--- config.mk ---
export PLATFORM = sky130hd
export DESIGN_NAME = cft_isqrt
export DESIGN_NICKNAME = d
export VERILOG_FILES = /design/src/sv/cft_isqrt.sv
export SDC_FILE = /design/constraint.sdc
export NUM_CORES = 2
export LEC_CHECK = 0
export BUFFER_PORTS_ARGS = -buffer_cell sky130_fd_sc_hd__buf_2
export CORE_MARGIN = 1
export CORE_UTILIZATION = 50
export CTS_BUF_LIST = sky130_fd_sc_hd__clkbuf_4
export DETAILED_ROUTE_END_ITERATION = 8
export GPL_ROUTABILITY_DRIVEN = 0
export PLACE_DENSITY_LB_ADDON = 0.15
export SKIP_CTS_REPAIR_TIMING = 1
export SLEW_MARGIN = 20
export SYNTH_ARGS = -nofsm -noshare
export SYNTH_HDL_FRONTEND = slang
export SYNTH_MEMORY_MAX_BITS = 65536
export SYNTH_SLANG_ARGS = --single-unit
--- constraint.sdc ---
create_clock -name clk -period 4.4 [get_ports clk]
set_input_delay 0.88 -clock clk [delete_from_list [all_inputs] [get_ports clk]]
set_output_delay 0.88 -clock clk [all_outputs]
set_load 0.02 [all_outputs]
--- src/sv/cft_isqrt.sv ---
`default_nettype none

// Pipelined floor square root of a 64-bit radicand, one root bit per stage.
module cft_isqrt #(
    parameter int PW = 8
) (
    input  logic          clk,
    input  logic          rst_n,
    input  logic          en,
    input  logic          in_valid,
    input  logic [63:0]   in_rad,
    input  logic [PW-1:0] in_pay,
    output logic          out_valid,
    output logic [31:0]   out_root,
    output logic [PW-1:0] out_pay
);

    localparam int Steps = 32;

    logic          vld_reg  [Steps];
    logic [63:0]   rad_reg  [Steps];
    logic [63:0]   root_reg [Steps];
    logic [PW-1:0] pay_reg  [Steps];

    for (genvar k = 0; k < Steps; k++) begin : g_step
        localparam logic [63:0] StepBit = 64'd1 << (62 - 2 * k);
        logic          vld_q;
        logic [63:0]   rad_q;
        logic [63:0]   root_q;
        logic [PW-1:0] pay_q;
        logic [63:0]   trial;

        if (k == 0) begin : g_first
            assign vld_q  = in_valid;
            assign rad_q  = in_rad;
            assign root_q = '0;
            assign pay_q  = in_pay;
        end else begin : g_next
            assign vld_q  = vld_reg[k-1];
            assign rad_q  = rad_reg[k-1];
            assign root_q = root_reg[k-1];
            assign pay_q  = pay_reg[k-1];
        end

        assign trial = root_q + StepBit;

        always_ff @(posedge clk or negedge rst_n)
        begin
            if (!rst_n)
            begin
                vld_reg[k] <= 1'b0;
            end
            else if (en)
            begin
                vld_reg[k] <= vld_q;
            end
        end

        always_ff @(posedge clk)
        begin
            if (en)
            begin
                if (rad_q >= trial)
                begin
                    rad_reg[k]  <= rad_q - trial;
                    root_reg[k] <= (root_q >> 1) + StepBit;
                end
                else
                begin
                    rad_reg[k]  <= rad_q;
                    root_reg[k] <= root_q >> 1;
                end
                pay_reg[k] <= pay_q;
            end
        end
    end

    assign out_valid = vld_reg[Steps-1];
    assign out_root  = root_reg[Steps-1][31:0];
    assign out_pay   = pay_reg[Steps-1];

endmodule

`default_nettype wire

Yosys cells after proc, flatten, opt, wreduce, memory -nomap -nowiden
Memory sizes are Yosys's and may differ from the RTL's.
Cells that the tools add are included.
{"block": "op_classes", "muxes": 258, "bitwise": 64, "n_addsub": 94, "n_lt_le_gt_ge": 32}
{"op": "$mux W64", "count": 64}
{"op": "$ge A64 B64 Y1", "count": 31}
{"op": "$sub A64 B64 Y64", "count": 31}
{"op": "$mux W1", "count": 194}
{"op": "$add A63 B1 Y64 const B", "count": 1}
{"op": "$add A63 B11 Y64 const B", "count": 1}
{"op": "$add A63 B13 Y64 const B", "count": 1}
{"op": "$add A63 B15 Y64 const B", "count": 1}
{"op": "$add A63 B17 Y64 const B", "count": 1}
{"op": "$add A63 B19 Y64 const B", "count": 1}
{"op": "$add A63 B21 Y64 const B", "count": 1}
{"op": "$add A63 B23 Y64 const B", "count": 1}
{"op": "$add A63 B25 Y64 const B", "count": 1}
{"op": "$add A63 B27 Y64 const B", "count": 1}
{"op": "$add A63 B29 Y64 const B", "count": 1}
{"op": "$add A63 B3 Y64 const B", "count": 1}
{"op": "$add A63 B31 Y64 const B", "count": 1}
{"op": "$add A63 B33 Y64 const B", "count": 1}
{"op": "$add A63 B35 Y64 const B", "count": 1}
{"op": "$add A63 B37 Y64 const B", "count": 1}
{"op": "$add A63 B39 Y64 const B", "count": 1}
{"op": "$add A63 B41 Y64 const B", "count": 1}
{"op": "$add A63 B43 Y64 const B", "count": 1}
{"op": "$add A63 B45 Y64 const B", "count": 1}
{"op": "other kinds (45)", "count": 108}
{"block": "word_totals", "ram_bits": 4352, "output_inout_bits": 41, "elab_cells": 483, "n_memories": 3, "ff_bits": 32}
{"memory": "rad_reg", "depth": 32, "width": 64, "rd": 31, "rd_clocked_by_memory_dff": 0, "write_ports": 32, "line_no": "21", "text": "logic [63:0] rad_reg [Steps];"}
{"memory": "root_reg", "depth": 32, "width": 64, "rd": 32, "rd_clocked_by_memory_dff": 0, "write_ports": 32, "line_no": "22", "text": "logic [63:0] root_reg [Steps];"}
{"memory": "pay_reg", "depth": 32, "width": 8, "rd": 32, "rd_clocked_by_memory_dff": 0, "write_ports": 32, "line_no": "23", "text": "logic [PW-1:0] pay_reg [Steps];"}

Logic depth before layout (Yosys ltp)
An unclocked memory read counts as a cell.
{"block": "logic_depth", "word_depth": 7, "depth_mapped": 15, "ltp_nobuf": 13}

Worst setup path before layout
OpenSTA, ideal clock, no wires.
{"block": "synth_timing", "path_kind": "in2reg", "startpoint": "in en", "endpoint": "mem rad_reg[30][0] (netlist: rad_reg[1][896]), enable pin", "required_time_ns": 3.913, "setup_time_ns": 0.487, "t_arrival_ns": 4.494, "path_stages": 5, "path_buffers": 5, "setup_slack_ns": -0.581, "path_cell_list": "clkbuf_1 -> clkbuf_1 -> clkbuf_1 -> clkbuf_1 -> clkbuf_1"}
{"item": "from (decl)", "line_no": "9", "text": "input logic en,"}
{"item": "to (decl)", "line_no": "21"}

==> impl_metrics.prom <==
# TYPE chip_impl_metric gauge
chip_impl_metric{name="clock_skew",unit="ns"} 0.1018
chip_impl_metric{name="syn-cell-area",unit="sq mm"} 0.1304
chip_impl_metric{name="power_per_cell_area",unit="mW/mm^2"} 499.3
chip_impl_metric{name="max_slew_margin",unit=""} 0.2560
chip_impl_info{name="cts_tree",value="done"} 1
chip_impl_metric{name="tns",unit="ns"} 0
chip_impl_metric{name="maximum_number_of_pins_on_one_net_before_global_route_repair",unit=""} 176
chip_impl_metric{name="relative_contribution_of_combinational_cells_to_total_power",unit=""} 0.205
chip_impl_metric{name="yosys.cell_types.count",unit=""} 93
chip_impl_metric{name="grt_use_total",unit=""} 0.2338
chip_impl_info{name="startpoint_types",value="flop"} 1
chip_impl_metric{name="postSynthRegisterBits",unit=""} 2800
chip_impl_metric{name="final-hold-violation-count",unit=""} 0
chip_impl_metric{name="routed_length_per_placed_instance",unit="um"} 21.14
chip_impl_metric{name="num_vias",unit=""} 85331
chip_impl_metric{name="muxShareOfSynthArea",unit=""} 0.007588
chip_impl_info{name="min_to",value="pay_reg[0][7]$_DFFE_PP_"} 1
chip_impl_info{name="rsz0062_at_grt",value="no"} 1
chip_impl_info{name="timing_worst_setup_path_type",value="flop to flop"} 1
chip_impl_info{name="ys_dominant_reg_cell",value="sky130_fd_sc_hd__edfxtp_1"} 1
chip_impl_metric{name="worst_pin_slew",unit="ns"} 1.116
chip_impl_metric{name="switching_power",unit="mW"} 22.08
chip_impl_metric{name="drive_above_1_share",unit=""} 0.1289
chip_impl_metric{name="antenna_violations_before_repair",unit=""} 7
chip_impl_metric{name="synth_sequential_area_ratio",unit=""} 0.6435
chip_impl_metric{name="synth_nets",unit=""} 10808
chip_impl_metric{name="power.share.sequential",unit=""} 0.500
chip_impl_info{name="cp-startpoint",value="rad_reg[1][527]$_DFFE_PP_"} 1
chip_impl_metric{name="drt_first_iter_violations",unit=""} 7869
chip_impl_metric{name="number_of_enable_type_register_cells_in_the_synthesized_netlist",unit=""} 2768
chip_impl_metric{name="avgViaCountPerCell",unit=""} 5.737
chip_impl_metric{name="routed_wl",unit="um"} 314400
chip_impl_metric{name="timing.max_cap.violations",unit=""} 0
chip_impl_metric{name="die_w",unit="um"} 512.7
chip_impl_metric{name="timing.final.crit_share",unit=""} 0.9543
chip_impl_metric{name="max_reg_flops",unit=""} 1984
chip_impl_metric{name="reg2regPathDepth",unit=""} 11
chip_impl_metric{name="drt_first_pass_iters",unit=""} 9
chip_impl_metric{name="mean_instance_size_in_the_synthesized_netlist",unit="sq um"} 12.82
chip_impl_metric{name="clock_tree_buffer_depth",unit=""} 4
chip_impl_info{name="cts_root_buffer",value="sky130_fd_sc_hd__clkbuf_4"} 1
chip_impl_metric{name="syn_inst",unit=""} 10174
chip_impl_metric{name="design_area",unit="sq mm"} 0.1453
chip_impl_metric{name="dpl.hpwl",unit="um"} 231800
chip_impl_metric{name="fin_nets",unit=""} 11624
chip_impl_metric{name="floorplan.rows",unit=""} 187
chip_impl_metric{name="slew_violations",unit=""} 0
chip_impl_metric{name="vdd_ir_drop_max",unit="mV"} 0.2849
chip_impl_info{name="hold_class",value="input port to flop"} 1
chip_impl_metric{name="top_level_ports",unit=""} 117
chip_impl_metric{name="critical-path-max-stage-delay",unit="ns"} 0.60
chip_impl_metric{name="numClockSinks",unit=""} 2800
chip_impl_metric{name="overflow",unit=""} 0
chip_impl_metric{name="final-setup-viol-count",unit=""} 0
chip_impl_metric{name="synth_compound_area_frac",unit=""} 0.08644
chip_impl_metric{name="worstHoldPathCells",unit=""} 2
chip_impl_info{name="synth_top_family_by_area",value="simple AND/OR/NAND/NOR gates"} 1
chip_impl_metric{name="p_clk_frac",unit=""} 0.295
chip_impl_metric{name="ys.warnings.count",unit=""} 0
chip_impl_metric{name="grt_pass1_vias",unit=""} 82603
chip_impl_metric{name="antenna_violating_nets_post_route",unit=""} 0
chip_impl_info{name="cp_cell_sequence",value="ha_1, or4b_2, nor4b_1, nand4_1, o2111ai_1, a211oi_4, or3_1, o21bai_1, a31o_2, or4_1, xnor2_1"} 1
chip_impl_metric{name="placement.io_buffers",unit=""} 116
chip_impl_metric{name="area_delta_synth_final",unit="%"} 11.44
chip_impl_metric{name="die_area",unit="sq mm"} 0.2629
chip_impl_info{name="timing.critical_path.max_delay_family",value="simple AND/OR/NAND/NOR gates"} 1
chip_impl_metric{name="worst-path-buf-inv",unit=""} 0
chip_impl_metric{name="period_minus_slack",unit="ns"} 4.199
chip_impl_metric{name="ctsHtreeMaxLevel",unit=""} 6
chip_impl_metric{name="chipHeight",unit="um"} 512.7
chip_impl_metric{name="r2r_setup_slack",unit="ns"} 0.20
chip_impl_metric{name="ys_async_sr_fraction",unit=""} 0.01143
chip_impl_metric{name="initial_utilization",unit=""} 0.5026
chip_impl_metric{name="p_int",unit="mW"} 50.48
chip_impl_info{name="outcome",value="finished clean"} 1
chip_impl_metric{name="tritoncts.num_buffers",unit=""} 701
chip_impl_info{name="r2r_end",value="rad_reg[1][630]$_DFFE_PP_"} 1
chip_impl_metric{name="power.static_leakage",unit="nW"} 54.61
chip_impl_metric{name="worst_ep_required_time",unit="ns"} 5.65
chip_impl_metric{name="place_area",unit="sq mm"} 0.1356
chip_impl_info{name="crit_path_top_delay_cell",value="sky130_fd_sc_hd__or4b_2"} 1
chip_impl_metric{name="synthesized_area_fraction_occupied_by_xor_and_xnor_cells",unit=""} 0.05983
chip_impl_metric{name="post_synth_and_or_nand_nor_area_fraction",unit=""} 0.1231
chip_impl_info{name="regToRegStartpoint",value="rad_reg[1][527]$_DFFE_PP_"} 1
chip_impl_metric{name="drc",unit=""} 0
chip_impl_info{name="timing.hold.worst.start",value="in_pay[7]"} 1
chip_impl_metric{name="clk_transition_reported_paths",unit="ns"} 0.07
chip_impl_metric{name="clock_insertion_delay_worst_skew",unit="ns"} 1.52
chip_impl_metric{name="coreArea",unit="sq mm"} 0.2595
chip_impl_info{name="critPathCaptureType",value="flop"} 1
chip_impl_metric{name="timing.critical_path.arrival",unit="ns"} 5.45
chip_impl_metric{name="post_synth_fa_ha_maj_area_fraction",unit=""} 0.05353
chip_impl_metric{name="worst-path-max-fanout",unit=""} 3
chip_impl_metric{name="wire_length_of_the_first_global_routing_pass",unit="um"} 476400
chip_impl_metric{name="power_switching_share",unit=""} 0.3043
chip_impl_metric{name="max_freq",unit="MHz"} 238.2
-- power groups by stage --
stage	sequential, mW	combinational [mW]	clock [mW]
6_report	36.3	14.9	21.4
3_5_place_dp	36.8	14.5	0
4_1_cts	36.3	14.6	22.1
5_1_grt	36.6	16.4	23.4
3_3_place_gp	36.8	14.2	0
2_1_floorplan	35.5	11.0	0
-- kinds of logic after synthesis --
family | count (synthesis)
simple gates | 3106
flops | 2800
compound gates | 1829
buf+inv | 901
xor+xnor | 891
fa+ha+maj | 558
mux | 89
-- cells in the mapped netlist, types with 27 or more instances --
cell,count,area share
sky130_fd_sc_hd__edfxtp_1,2768,0.64
sky130_fd_sc_hd__nand2_1,794,0.023
sky130_fd_sc_hd__inv_1,665,0.019
sky130_fd_sc_hd__nor2_1,578,0.017
sky130_fd_sc_hd__o21ai_0,575,0.022
sky130_fd_sc_hd__ha_1,558,0.054
sky130_fd_sc_hd__a21oi_1,489,0.019
sky130_fd_sc_hd__xor2_1,455,0.031
sky130_fd_sc_hd__xnor2_1,436,0.029
sky130_fd_sc_hd__nor4_1,384,0.018
sky130_fd_sc_hd__nor3_1,284,0.011
sky130_fd_sc_hd__clkbuf_1,220,0.0063
sky130_fd_sc_hd__a21o_1,216,0.012
sky130_fd_sc_hd__nand3_1,189,0.0073
sky130_fd_sc_hd__nand4_1,157,0.0075
sky130_fd_sc_hd__nand2b_1,136,0.0065
sky130_fd_sc_hd__or3_1,99,0.0047
sky130_fd_sc_hd__o21a_1,95,0.0055
sky130_fd_sc_hd__mux2_2,79,0.0068
sky130_fd_sc_hd__nor2b_1,71,0.0034
sky130_fd_sc_hd__or4_1,69,0.0040
sky130_fd_sc_hd__a31oi_1,65,0.0031
sky130_fd_sc_hd__nor4b_1,65,0.0044
sky130_fd_sc_hd__a211oi_1,62,0.0036
sky130_fd_sc_hd__and3_1,58,0.0028
sky130_fd_sc_hd__or2_2,46,0.0022
sky130_fd_sc_hd__o21bai_1,45,0.0026
sky130_fd_sc_hd__o211ai_1,38,0.0022
sky130_fd_sc_hd__o31ai_1,37,0.0021
sky130_fd_sc_hd__dfrtp_1,32,0.0061
sky130_fd_sc_hd__nand3b_1,29,0.0017
sky130_fd_sc_hd__nand4b_1,28,0.0019
sky130_fd_sc_hd__nor3b_1,27,0.0016
-- layout by cell type (no fill, tap or decap), types with 130 or more instances in the layout --
master	count
sky130_fd_sc_hd__inv_1	665
sky130_fd_sc_hd__a21o_1	216
sky130_fd_sc_hd__a21oi_1	488
sky130_fd_sc_hd__clkinv_1	130
sky130_fd_sc_hd__nor4_1	381
sky130_fd_sc_hd__nand2_1	794
sky130_fd_sc_hd__o21ai_0	575
sky130_fd_sc_hd__xnor2_1	436
sky130_fd_sc_hd__ha_1	558
sky130_fd_sc_hd__clkbuf_4	975
sky130_fd_sc_hd__nand4_1	157
sky130_fd_sc_hd__edfxtp_1	2768
sky130_fd_sc_hd__xor2_1	455
sky130_fd_sc_hd__nand2b_1	136
sky130_fd_sc_hd__nor2_1	577
sky130_fd_sc_hd__nand3_1	189
sky130_fd_sc_hd__nor3_1	284
-- per-stage QoR --
step                hold WS [ns]  power [mW]  instances  utilization  setup slack [ns]
global route          -0.0008192       76.45      14874       0.5601          0.006867
detailed placement        0.4045       51.33      13582       0.5226            0.2557
floorplan                 0.4003       46.48      10174            -         -0.004832
finish                    0.1246       72.57      14875       0.5602            0.2011
CTS                      -0.8722       73.04      14765       0.5559            0.2320
global placement          0.4007       51.00      13582       0.5226            0.2036
-- routing by layer --
layer  routed length [um]  vias to the layer above  track usage
li1                     -                    40332            -
met1               132300                    41000       0.3106
met2               148600                     3328       0.3807
met3                21340                      663      0.03938
met4                12140                        8      0.09825
met5                   51                        -            0
-- cell type report --
type | count | area [sq um]
flip-flops and latches | 2800 | 83920
diodes | 3 | 7.507
inverters | 667 | 2504
multi-input cells | 6473 | 43240
repair buffers | 347 | 2770
well taps | 3402 | 4257
clock inverters | 208 | 1333
clock buffers | 975 | 7320
fillers | 21231 | 114100
-- how the worst max path moves through the flow --
| stage | to | slack (ns) | depth (start not counted) |
|---|---|---|---|
| after floorplan | rad_reg[0][576]$_DFFE_PP_ | -0.005 | 5 |
| after global placement | rad_reg[1][630]$_DFFE_PP_ | 0.20 | 11 |
| after detailed placement | rad_reg[1][959]$_DFFE_PP_ | 0.26 | 12 |
| after CTS | rad_reg[1][957]$_DFFE_PP_ | 0.23 | 12 |
| after global routing | rad_reg[1][753]$_DFFE_PP_ | 0.007 | 12 |
| final | rad_reg[1][630]$_DFFE_PP_ | 0.20 | 11 |
Power figures use the tool's default switching activity.
